$ cat src/rtl/ffba_pkg.sv
// ---------------------------------------------------------------------------
// ffba_pkg
// Shared types and constants for the first-fit block allocator.
// ---------------------------------------------------------------------------
package ffba_pkg;

    // Port field widths
    localparam int IDX_PORT_W  = 4;
    localparam int SIZE_PORT_W = 16;
    localparam int TOTAL_W     = 20;
    localparam int BIU_W       = 5;
    localparam int S_TDATA_W   = 24;
    localparam int M_TDATA_W   = 24;

    localparam logic [BIU_W-1:0] BIU_RESET = 5'd16;

    // req_type codes on s_tuser
    typedef enum logic {
        REQ_LOAD  = 1'b0,
        REQ_ALLOC = 1'b1
    } req_kind_t;

    // Classified operation handed to the back end
    typedef enum logic [1:0] {
        OP_LOAD  = 2'd0,
        OP_ALLOC = 2'd1,
        OP_DROP  = 2'd2
    } op_t;

    typedef struct packed {
        op_t                    op;
        logic [IDX_PORT_W-1:0]  index;
        logic [SIZE_PORT_W-1:0] size;
    } req_t;

    typedef enum logic {
        ST_IDLE   = 1'b0,
        ST_COMMIT = 1'b1
    } back_state_t;

endpackage

$ cat src/rtl/ffba_front.sv
// ---------------------------------------------------------------------------
// ffba_front
// Accepts requests, classifies them and pushes them into the queue.
// ---------------------------------------------------------------------------
module ffba_front #(
    parameter int NUM_BLOCKS = 16,
    parameter int SIZE_BITS  = 16
) (
    input  logic                              s_tvalid,
    output logic                              s_tready,
    input  logic [ffba_pkg::S_TDATA_W-1:0]    s_tdata,
    input  logic                              s_tuser,
    input  logic                              queue_full,
    output logic                              push,
    output ffba_pkg::req_t                    push_data
);
    import ffba_pkg::*;

    localparam logic [SIZE_PORT_W-1:0] SZ_MASK =
        (SIZE_BITS >= SIZE_PORT_W) ? {SIZE_PORT_W{1'b1}}
                                   : SIZE_PORT_W'((64'd1 << SIZE_BITS) - 64'd1);

    logic [IDX_PORT_W-1:0]  in_index;
    logic [SIZE_PORT_W-1:0] in_size;

    assign in_index = s_tdata[IDX_PORT_W-1:0];
    assign in_size  = s_tdata[IDX_PORT_W +: SIZE_PORT_W] & SZ_MASK;

    assign s_tready = !queue_full;
    assign push     = s_tvalid && !queue_full;

    always_comb begin
        push_data.index = in_index;
        push_data.size  = in_size;
        unique case (s_tuser)
            REQ_LOAD: begin
                // loads beyond the table are dropped but still answered
                push_data.op = (int'(in_index) < NUM_BLOCKS) ? OP_LOAD : OP_DROP;
            end
            REQ_ALLOC: begin
                push_data.op = OP_ALLOC;
            end
        endcase
    end

endmodule

$ cat src/rtl/ffba_queue.sv
// ---------------------------------------------------------------------------
// ffba_queue
// Short FIFO of classified requests between front and back end.
// ---------------------------------------------------------------------------
module ffba_queue #(
    parameter int DEPTH = 2
) (
    input  logic           aclk,
    input  logic           aresetn,
    input  logic           push,
    input  ffba_pkg::req_t push_data,
    input  logic           pop,
    output ffba_pkg::req_t head,
    output logic           head_valid,
    output logic           full
);
    import ffba_pkg::*;

    localparam int PTR_W = (DEPTH > 1) ? $clog2(DEPTH) : 1;
    localparam int CNT_W = $clog2(DEPTH + 1);

    req_t             mem_reg [DEPTH];
    logic [PTR_W-1:0] wr_ptr_reg, wr_ptr_next;
    logic [PTR_W-1:0] rd_ptr_reg, rd_ptr_next;
    logic [CNT_W-1:0] count_reg, count_next;

    assign head       = mem_reg[rd_ptr_reg];
    assign head_valid = (count_reg != '0);
    assign full       = (count_reg == CNT_W'(DEPTH));

    always_comb begin
        wr_ptr_next = wr_ptr_reg;
        rd_ptr_next = rd_ptr_reg;
        count_next  = count_reg;
        if (push) begin
            wr_ptr_next = (wr_ptr_reg == PTR_W'(DEPTH - 1)) ? '0 : wr_ptr_reg + 1'b1;
        end
        if (pop) begin
            rd_ptr_next = (rd_ptr_reg == PTR_W'(DEPTH - 1)) ? '0 : rd_ptr_reg + 1'b1;
        end
        if (push && !pop) begin
            count_next = count_reg + 1'b1;
        end else if (pop && !push) begin
            count_next = count_reg - 1'b1;
        end
    end

    always_ff @(posedge aclk) begin
        if (!aresetn) begin
            wr_ptr_reg <= '0;
            rd_ptr_reg <= '0;
            count_reg  <= '0;
        end else begin
            wr_ptr_reg <= wr_ptr_next;
            rd_ptr_reg <= rd_ptr_next;
            count_reg  <= count_next;
        end
    end

    always_ff @(posedge aclk) begin
        if (push) begin
            mem_reg[wr_ptr_reg] <= push_data;
        end
    end

endmodule

$ cat src/rtl/ffba_back.sv
// ---------------------------------------------------------------------------
// ffba_back
// Free-space table, first-fit search and result register.
// ---------------------------------------------------------------------------
module ffba_back #(
    parameter int NUM_BLOCKS = 16,
    parameter int SIZE_BITS  = 16
) (
    input  logic                              aclk,
    input  logic                              aresetn,
    input  logic [ffba_pkg::BIU_W-1:0]        biu,
    input  ffba_pkg::req_t                    head,
    input  logic                              head_valid,
    output logic                              pop,
    output logic                              m_tvalid,
    input  logic                              m_tready,
    output logic                              res_granted,
    output logic [ffba_pkg::IDX_PORT_W-1:0]   res_block,
    output logic [ffba_pkg::TOTAL_W-1:0]      res_total
);
    import ffba_pkg::*;

    localparam int IDX_W = $clog2(NUM_BLOCKS);

    back_state_t            state_reg, state_next;
    logic [SIZE_BITS-1:0]   free_reg [NUM_BLOCKS];
    logic [TOTAL_W-1:0]     total_reg, total_next;
    logic                   out_valid_reg, out_valid_next;
    req_t                   req_reg;
    logic [NUM_BLOCKS-1:0]  hit_reg;
    logic [NUM_BLOCKS-1:0]  hit_now;
    logic                   granted_reg;
    logic [IDX_PORT_W-1:0]  block_reg;

    logic                   out_free;
    logic                   commit;
    logic                   found;
    logic [IDX_W-1:0]       sel;
    logic [IDX_W-1:0]       load_idx;
    logic [SIZE_BITS-1:0]   req_size;
    logic [SIZE_BITS-1:0]   head_size;
    logic [NUM_BLOCKS-1:0]  wr_lane;
    logic                   cm_granted;
    logic [IDX_PORT_W-1:0]  cm_block;

    assign out_free  = !out_valid_reg || m_tready;
    assign head_size = SIZE_BITS'(head.size);
    assign req_size  = SIZE_BITS'(req_reg.size);
    assign load_idx  = IDX_W'(req_reg.index);

    // fit compare per lane, against the queue head
    always_comb begin
        for (int i = 0; i < NUM_BLOCKS; i++) begin
            hit_now[i] = (free_reg[i] >= head_size) && (i < int'(biu));
        end
    end

    // lowest fitting lane wins
    always_comb begin
        found = |hit_reg;
        sel   = '0;
        for (int i = NUM_BLOCKS - 1; i >= 0; i--) begin
            if (hit_reg[i]) begin
                sel = IDX_W'(i);
            end
        end
    end

    // next state
    always_comb begin
        state_next = state_reg;
        unique case (state_reg)
            ST_IDLE:   if (head_valid) state_next = ST_COMMIT;
            ST_COMMIT: if (out_free)   state_next = ST_IDLE;
        endcase
    end

    // state outputs
    always_comb begin
        pop    = 1'b0;
        commit = 1'b0;
        unique case (state_reg)
            ST_IDLE:   pop    = head_valid;
            ST_COMMIT: commit = out_free;
        endcase
    end

    // commit decode
    always_comb begin
        wr_lane    = '0;
        total_next = total_reg;
        cm_granted = 1'b0;
        cm_block   = '0;
        unique case (req_reg.op)
            OP_LOAD: begin
                wr_lane[load_idx] = 1'b1;
                total_next = total_reg - TOTAL_W'(free_reg[load_idx]) + TOTAL_W'(req_size);
                cm_granted = 1'b1;
                cm_block   = req_reg.index;
            end
            OP_ALLOC: begin
                if (found) begin
                    wr_lane[sel] = 1'b1;
                    total_next = total_reg - TOTAL_W'(req_size);
                    cm_granted = 1'b1;
                    cm_block   = IDX_PORT_W'(sel);
                end
            end
            default: begin
            end
        endcase
    end

    always_comb begin
        out_valid_next = out_valid_reg;
        if (commit) begin
            out_valid_next = 1'b1;
        end else if (m_tready) begin
            out_valid_next = 1'b0;
        end
    end

    always_ff @(posedge aclk) begin
        if (!aresetn) begin
            state_reg     <= ST_IDLE;
            out_valid_reg <= 1'b0;
            total_reg     <= '0;
            for (int i = 0; i < NUM_BLOCKS; i++) begin
                free_reg[i] <= '0;
            end
        end else begin
            state_reg     <= state_next;
            out_valid_reg <= out_valid_next;
            if (commit) begin
                total_reg <= total_next;
            end
            for (int i = 0; i < NUM_BLOCKS; i++) begin
                if (commit && wr_lane[i]) begin
                    free_reg[i] <= (req_reg.op == OP_LOAD) ? req_size
                                                           : free_reg[i] - req_size;
                end
            end
        end
    end

    always_ff @(posedge aclk) begin
        if (pop) begin
            req_reg <= head;
            hit_reg <= hit_now;
        end
        if (commit) begin
            granted_reg <= cm_granted;
            block_reg   <= cm_block;
        end
    end

    assign m_tvalid    = out_valid_reg;
    assign res_granted = granted_reg;
    assign res_block   = block_reg;
    assign res_total   = total_reg;

endmodule

$ cat src/rtl/first_fit_block_allocator_unit.sv
// ---------------------------------------------------------------------------
// first_fit_block_allocator_unit
// First-fit allocator over a table of per-block free sizes.
// ---------------------------------------------------------------------------
// Usage:
//   s_ channel carries one request per transfer: s_tuser = req_type
//   (0 load, 1 allocate), s_tdata = block_index, request_size.
//   m_ channel returns one result per request, in order: m_tuser = granted,
//   m_tdata = granted_block, remaining_total.
//   cfg_wr_en/cfg_wr_data write blocks_in_use (write only while idle).
// Flow: an accepted request is written into the queue, popped into the
//   back end's request register with its fit compare, then committed to
//   the result register once the output is free. The back end takes the
//   next request only after the previous commit, as its compare-then-commit
//   sequence requires: each search must see the previous request's table update.
// A 2-entry queue decouples the front from the back, so requests are taken
//   while a result waits on m_tready; the back end holds in its commit step
//   while the result register is full, and s_tready drops once the queue
//   fills.
// Reset: all free sizes and the running total clear to zero, the queue
//   empties and blocks_in_use returns to 16. No clearing pass is needed.
// ---------------------------------------------------------------------------
module first_fit_block_allocator_unit #(
    parameter int NUM_BLOCKS = 16,
    parameter int SIZE_BITS  = 16
) (
    input  logic                              aclk,
    input  logic                              aresetn,
    // request channel
    input  logic                              s_tvalid,
    output logic                              s_tready,
    input  logic [ffba_pkg::S_TDATA_W-1:0]    s_tdata,   // [3:0] block_index, [19:4] request_size
    input  logic                              s_tuser,   // [0] req_type
    // result channel
    output logic                              m_tvalid,
    input  logic                              m_tready,
    output logic [ffba_pkg::M_TDATA_W-1:0]    m_tdata,   // [3:0] granted_block, [23:4] remaining_total
    output logic                              m_tuser,   // [0] granted
    // configuration
    input  logic                              cfg_wr_en,
    input  logic [ffba_pkg::BIU_W-1:0]        cfg_wr_data
);
    import ffba_pkg::*;

    logic [BIU_W-1:0]      biu_reg;
    logic                  q_push;
    req_t                  q_push_data;
    logic                  q_pop;
    req_t                  q_head;
    logic                  q_head_valid;
    logic                  q_full;
    logic                  res_granted;
    logic [IDX_PORT_W-1:0] res_block;
    logic [TOTAL_W-1:0]    res_total;

    // blocks_in_use; values above NUM_BLOCKS simply enable every lane
    always_ff @(posedge aclk) begin
        if (!aresetn) begin
            biu_reg <= BIU_RESET;
        end else if (cfg_wr_en) begin
            biu_reg <= cfg_wr_data;
        end
    end

    // front: handshake and classification (load / allocate / dropped load)
    ffba_front #(
        .NUM_BLOCKS (NUM_BLOCKS),
        .SIZE_BITS  (SIZE_BITS)
    ) u_front (
        .s_tvalid   (s_tvalid),
        .s_tready   (s_tready),
        .s_tdata    (s_tdata),
        .s_tuser    (s_tuser),
        .queue_full (q_full),
        .push       (q_push),
        .push_data  (q_push_data)
    );

    // decoupling queue
    ffba_queue #(
        .DEPTH (2)
    ) u_queue (
        .aclk       (aclk),
        .aresetn    (aresetn),
        .push       (q_push),
        .push_data  (q_push_data),
        .pop        (q_pop),
        .head       (q_head),
        .head_valid (q_head_valid),
        .full       (q_full)
    );

    // back: table lanes, first-fit search, write-back and result register
    ffba_back #(
        .NUM_BLOCKS (NUM_BLOCKS),
        .SIZE_BITS  (SIZE_BITS)
    ) u_back (
        .aclk        (aclk),
        .aresetn     (aresetn),
        .biu         (biu_reg),
        .head        (q_head),
        .head_valid  (q_head_valid),
        .pop         (q_pop),
        .m_tvalid    (m_tvalid),
        .m_tready    (m_tready),
        .res_granted (res_granted),
        .res_block   (res_block),
        .res_total   (res_total)
    );

    assign m_tuser = res_granted;
    assign m_tdata = {res_total, res_block};

endmodule

$ cat config.mk
export PLATFORM = sky130hd
export DESIGN_NAME = first_fit_block_allocator_unit
export DESIGN_NICKNAME = d
export VERILOG_FILES = /design/src/rtl/ffba_pkg.sv /design/src/rtl/ffba_front.sv /design/src/rtl/ffba_queue.sv /design/src/rtl/ffba_back.sv /design/src/rtl/first_fit_block_allocator_unit.sv
export SDC_FILE = /design/constraint.sdc
export NUM_CORES = 2
export LEC_CHECK = 0
export ABC_AREA = 1
export BUFFER_PORTS_ARGS = -buffer_cell sky130_fd_sc_hd__buf_2
export CAP_MARGIN = 20
export CORE_MARGIN = 5
export CORE_UTILIZATION = 59
export DETAILED_ROUTE_END_ITERATION = 16
export PLACE_DENSITY = 0.74
export SYNTH_ARGS = -nofsm -noshare
export SYNTH_HDL_FRONTEND = slang
export SYNTH_SLANG_ARGS = --single-unit
export TNS_END_PERCENT = 10
$ cat constraint.sdc
create_clock -name aclk -period 3.85 [get_ports aclk]
set_input_delay 0.1925 -clock aclk [delete_from_list [all_inputs] [get_ports aclk]]
set_output_delay 0.1925 -clock aclk [all_outputs]
set_load 0.02 [all_outputs]
==> impl_metrics.env <==
export IMPL_rsz0062_at_grt="true"
export IMPL_hold_viol=0
export IMPL_detailroute_via_count=36200
export IMPL_layout_drive_gt1_share_pct=10.7
export IMPL_synthToLayoutAreaGrowth_pct=12.4
export IMPL_highest_achievable_clock_rate_mhz=267
export IMPL_num_rows=91
export IMPL_grt_util_all_layers_pct=38.5
export IMPL_first_global_vias=33900
export IMPL_first_pass_grt_wire_length_um=199000
export IMPL_fin_area_um2=41500
export IMPL_grt_overflow=0
export IMPL_cts_root_buf="clkbuf_16"
export IMPL_relSlewSlack_pct=28.8
export IMPL_criticalPathCategory="reg2reg"
export IMPL_worstReg2RegEnd="u_back.res_total[17]"
export IMPL_synth_seq_area_share_pct=29.6
export IMPL_clkSinkCount=376
export IMPL_critical_path_peak_fanout=6
export IMPL_synth_enable_flop_cells=340
export IMPL_initial_standard_cell_utilization_of_the_core_pct=59.7
export IMPL_largest_register_ffs=256
export IMPL_timing_worst_slew_pin_value_ns=1.07
export IMPL_worstSetupStartpointType="flop"
export IMPL_timing_final_crit_period_ns=3.75
export IMPL_buffer_ports_inserted=57
export IMPL_grt_antenna_before_repair=1
export IMPL_synthesis_instances=4748
export IMPL_cts_tree="done"
export IMPL_cts_path_max_buffers=3
export IMPL_worst_slack_at_placement_ns=-0.0374
export IMPL_finalMaxSlewViolations=0
export IMPL_worstPathRequired_ns=4.42
export IMPL_hold_path_class="in2reg"
export IMPL_report_final_setup_viol=0
export IMPL_drtAntennaViolNets=0
export IMPL_critical_path_endpoint_type="flop"
export IMPL_fp_dieH_um=260
export IMPL_hold_depth=4
export IMPL_die_w_um=260
export IMPL_outcome="finished clean"
export IMPL_post_route_period_util_pct=97.4
export IMPL_worst_setup_hold_path_clk_slew_ns=0.06
export IMPL_ys_flop_type="edfxtp_1"
export IMPL_setup_ws_ns=0.101
export IMPL_synth_seq_cells=376
export IMPL_timing_hold_ws_ns=0.0654
export IMPL_place_congestion=1.02
export IMPL_syn_area_per_cell_um2=7.77
export IMPL_place_area_um2=39200
export IMPL_die_ar_um2=67600
export IMPL_cp_arrival_ns=4.32
export IMPL_synthesis_yosys_warnings=0
export IMPL_cell_area_after_technology_mapping_um2=36900
export IMPL_drc=0
export IMPL_synth_net_count=5351
export IMPL_core_um2=61800
export IMPL_worst_skew_pair_late_latency_ns=0.62
export IMPL_antenna_cell_count=0
export IMPL_number_of_levels_in_the_clock_h_tree=2
export IMPL_detail_route_vias_per_cell=6.24
export IMPL_nNetsFinal=5537
export IMPL_drt_initial_drc_count=3725
export IMPL_io_pin_count=62
export IMPL_r2r_setup_slack_ns=0.10
export IMPL_grt_start_max_net_pins=100
export IMPL_worst_clock_skew_ns=0.0183
export IMPL_detailedRoute_firstPassIterationCount=6
export IMPL_hpwlAfterDp_um=100000
export IMPL_maxCapViolCount=0
export IMPL_endpoint="u_back.res_total[17]"
export IMPL_avgRoutedWirePerCell_um=23.3
export IMPL_synth_async_sr_flop_share_pct=0
export IMPL_routed_wl_um=135000
export IMPL_ys_types=60
export IMPL_cts_buffers=47
export IMPL_worst_r2r_cell_count=24
-- layer usage --
metal  track usage (%)  share of wire (%)
met1              49.4                 38
met2              62.5                 45
met3              6.52                9.6
met4              20.8                6.5
met5                 0             0.0096
-- Yosys cell counts (23+ instances only) --
library cell	number	area share (%)
dfxtp_1	36	2.0
nor2_1	235	2.4
a21boi_0	26	0.53
nand2_1	696	7.1
o21a_1	23	0.47
a21oi_1	740	10
o21ai_0	474	6.4
nor3_1	57	0.77
edfxtp_1	340	28
nand4_1	37	0.63
inv_1	666	6.8
mux2i_1	53	1.4
ha_1	535	18
o211ai_1	68	1.4
clkbuf_1	93	0.95
nand3_1	190	2.6
or2_2	49	0.83
nor2_2	40	0.68
fa_1	33	1.8
o31ai_1	49	1.0
xor2_1	44	1.0
-- how the worst min path moves through the flow --
stage / endpoint / from
finish: u_queue.wr_ptr_reg / s_tvalid
floorplan: u_queue.mem_reg[0][0] / s_tdata[4]
global placement: u_queue.mem_reg[1][3] / s_tdata[7]
detailed placement: u_queue.mem_reg[0][18] / s_tdata[2]
CTS: u_queue.wr_ptr_reg / s_tvalid
global route: u_queue.wr_ptr_reg / s_tvalid
-- metrics by stage --
stage,TNS [ns],utilization (%),cells
floorplan,0,-,4748
global placement,0,63.4,5677
detailed placement,-0.0705,63.4,5677
CTS,0,66.5,5798
global route,-0.207,67.1,5808
finish,0,67.1,5808
-- timing repair --
| action | 4_1_cts | 5_1_grt |
|---|---|---|
| resized for setup | 1 | 80 |
| setup endpoints to repair | 5 | 13 |
| cloned | 0 | 1 |
| hold buffers | 30 | 0 |
| setup buffers | 5 | 8 |
| pin swaps | 0 | 24 |
| endpoints found under the hold margin | 48 | 0 |
-- final cells by class --
class | instances | area (um^2)
Inverter | 673 | 2530
Fill cell | 5325 | 20300
Clock inverter | 21 | 183
Multi-Input combinational cell | 3562 | 23200
Clock buffer | 65 | 1330
Sequential cell | 376 | 10900
Timing Repair Buffer | 274 | 2300
Tap cell | 837 | 1050
-- worst max-delay path, stage by stage (launching register included) --
cell      delay [ns]
dfxtp_4         0.38
buf_8           0.15
buf_4           0.16
buf_4           0.14
o21ai_0         0.16
o211ai_1        0.15
nand3_2         0.18
nand2_1         0.13
fa_1            0.49
inv_1           0.04
ha_1            0.32
buf_4           0.17
a21oi_2         0.14
o21ai_1         0.07
inv_1           0.07
nand2_2         0.07
a21oi_1         0.22
o21ai_2         0.12
nand3_1         0.07
nand2_1         0.07
a21oi_1         0.13
o21ai_1         0.08
nand3_1         0.07
nand2_1         0.06
inv_1           0.04
-- placed cells by master (no fill, tap or decap), types with 14 or more instances in the layout --
master	n
a21oi_1	732
nand2_1	690
inv_1	663
ha_1	525
o21ai_0	436
edfxtp_1	340
nor2_1	231
nand3_1	185
buf_4	160
o211ai_1	68
buf_2	57
nor3_1	56
mux2i_1	53
clkbuf_16	51
o31ai_1	49
or2_2	48
nor2_2	44
xor2_1	44
o21ai_2	37
nand4_1	37
o21ai_1	36
fa_1	32
dfxtp_1	32
dlygate4sd3_1	30
a21boi_0	26
o21a_1	23
xnor2_1	21
a21oi_2	20
and2_1	19
buf_12	16
nand2_2	14
a31oi_1	14
-- cell families (layout without fill, tap and decap cells) --
kind of cell    after synthesis  after routing  share of synthesized area (%)
fa+ha+maj                   568            568                           19.9
buf+inv                     810           1033                           8.50
compound gates             1508           1508                           22.5
flops                       376            376                           29.6
mux                          59             59                           1.62
xor+xnor                     65             65                           1.54
simple gates               1362           1362                           16.3
Power is not shown: default switching activity piles up to over one toggle a cycle in this logic, so the estimate is an artifact.
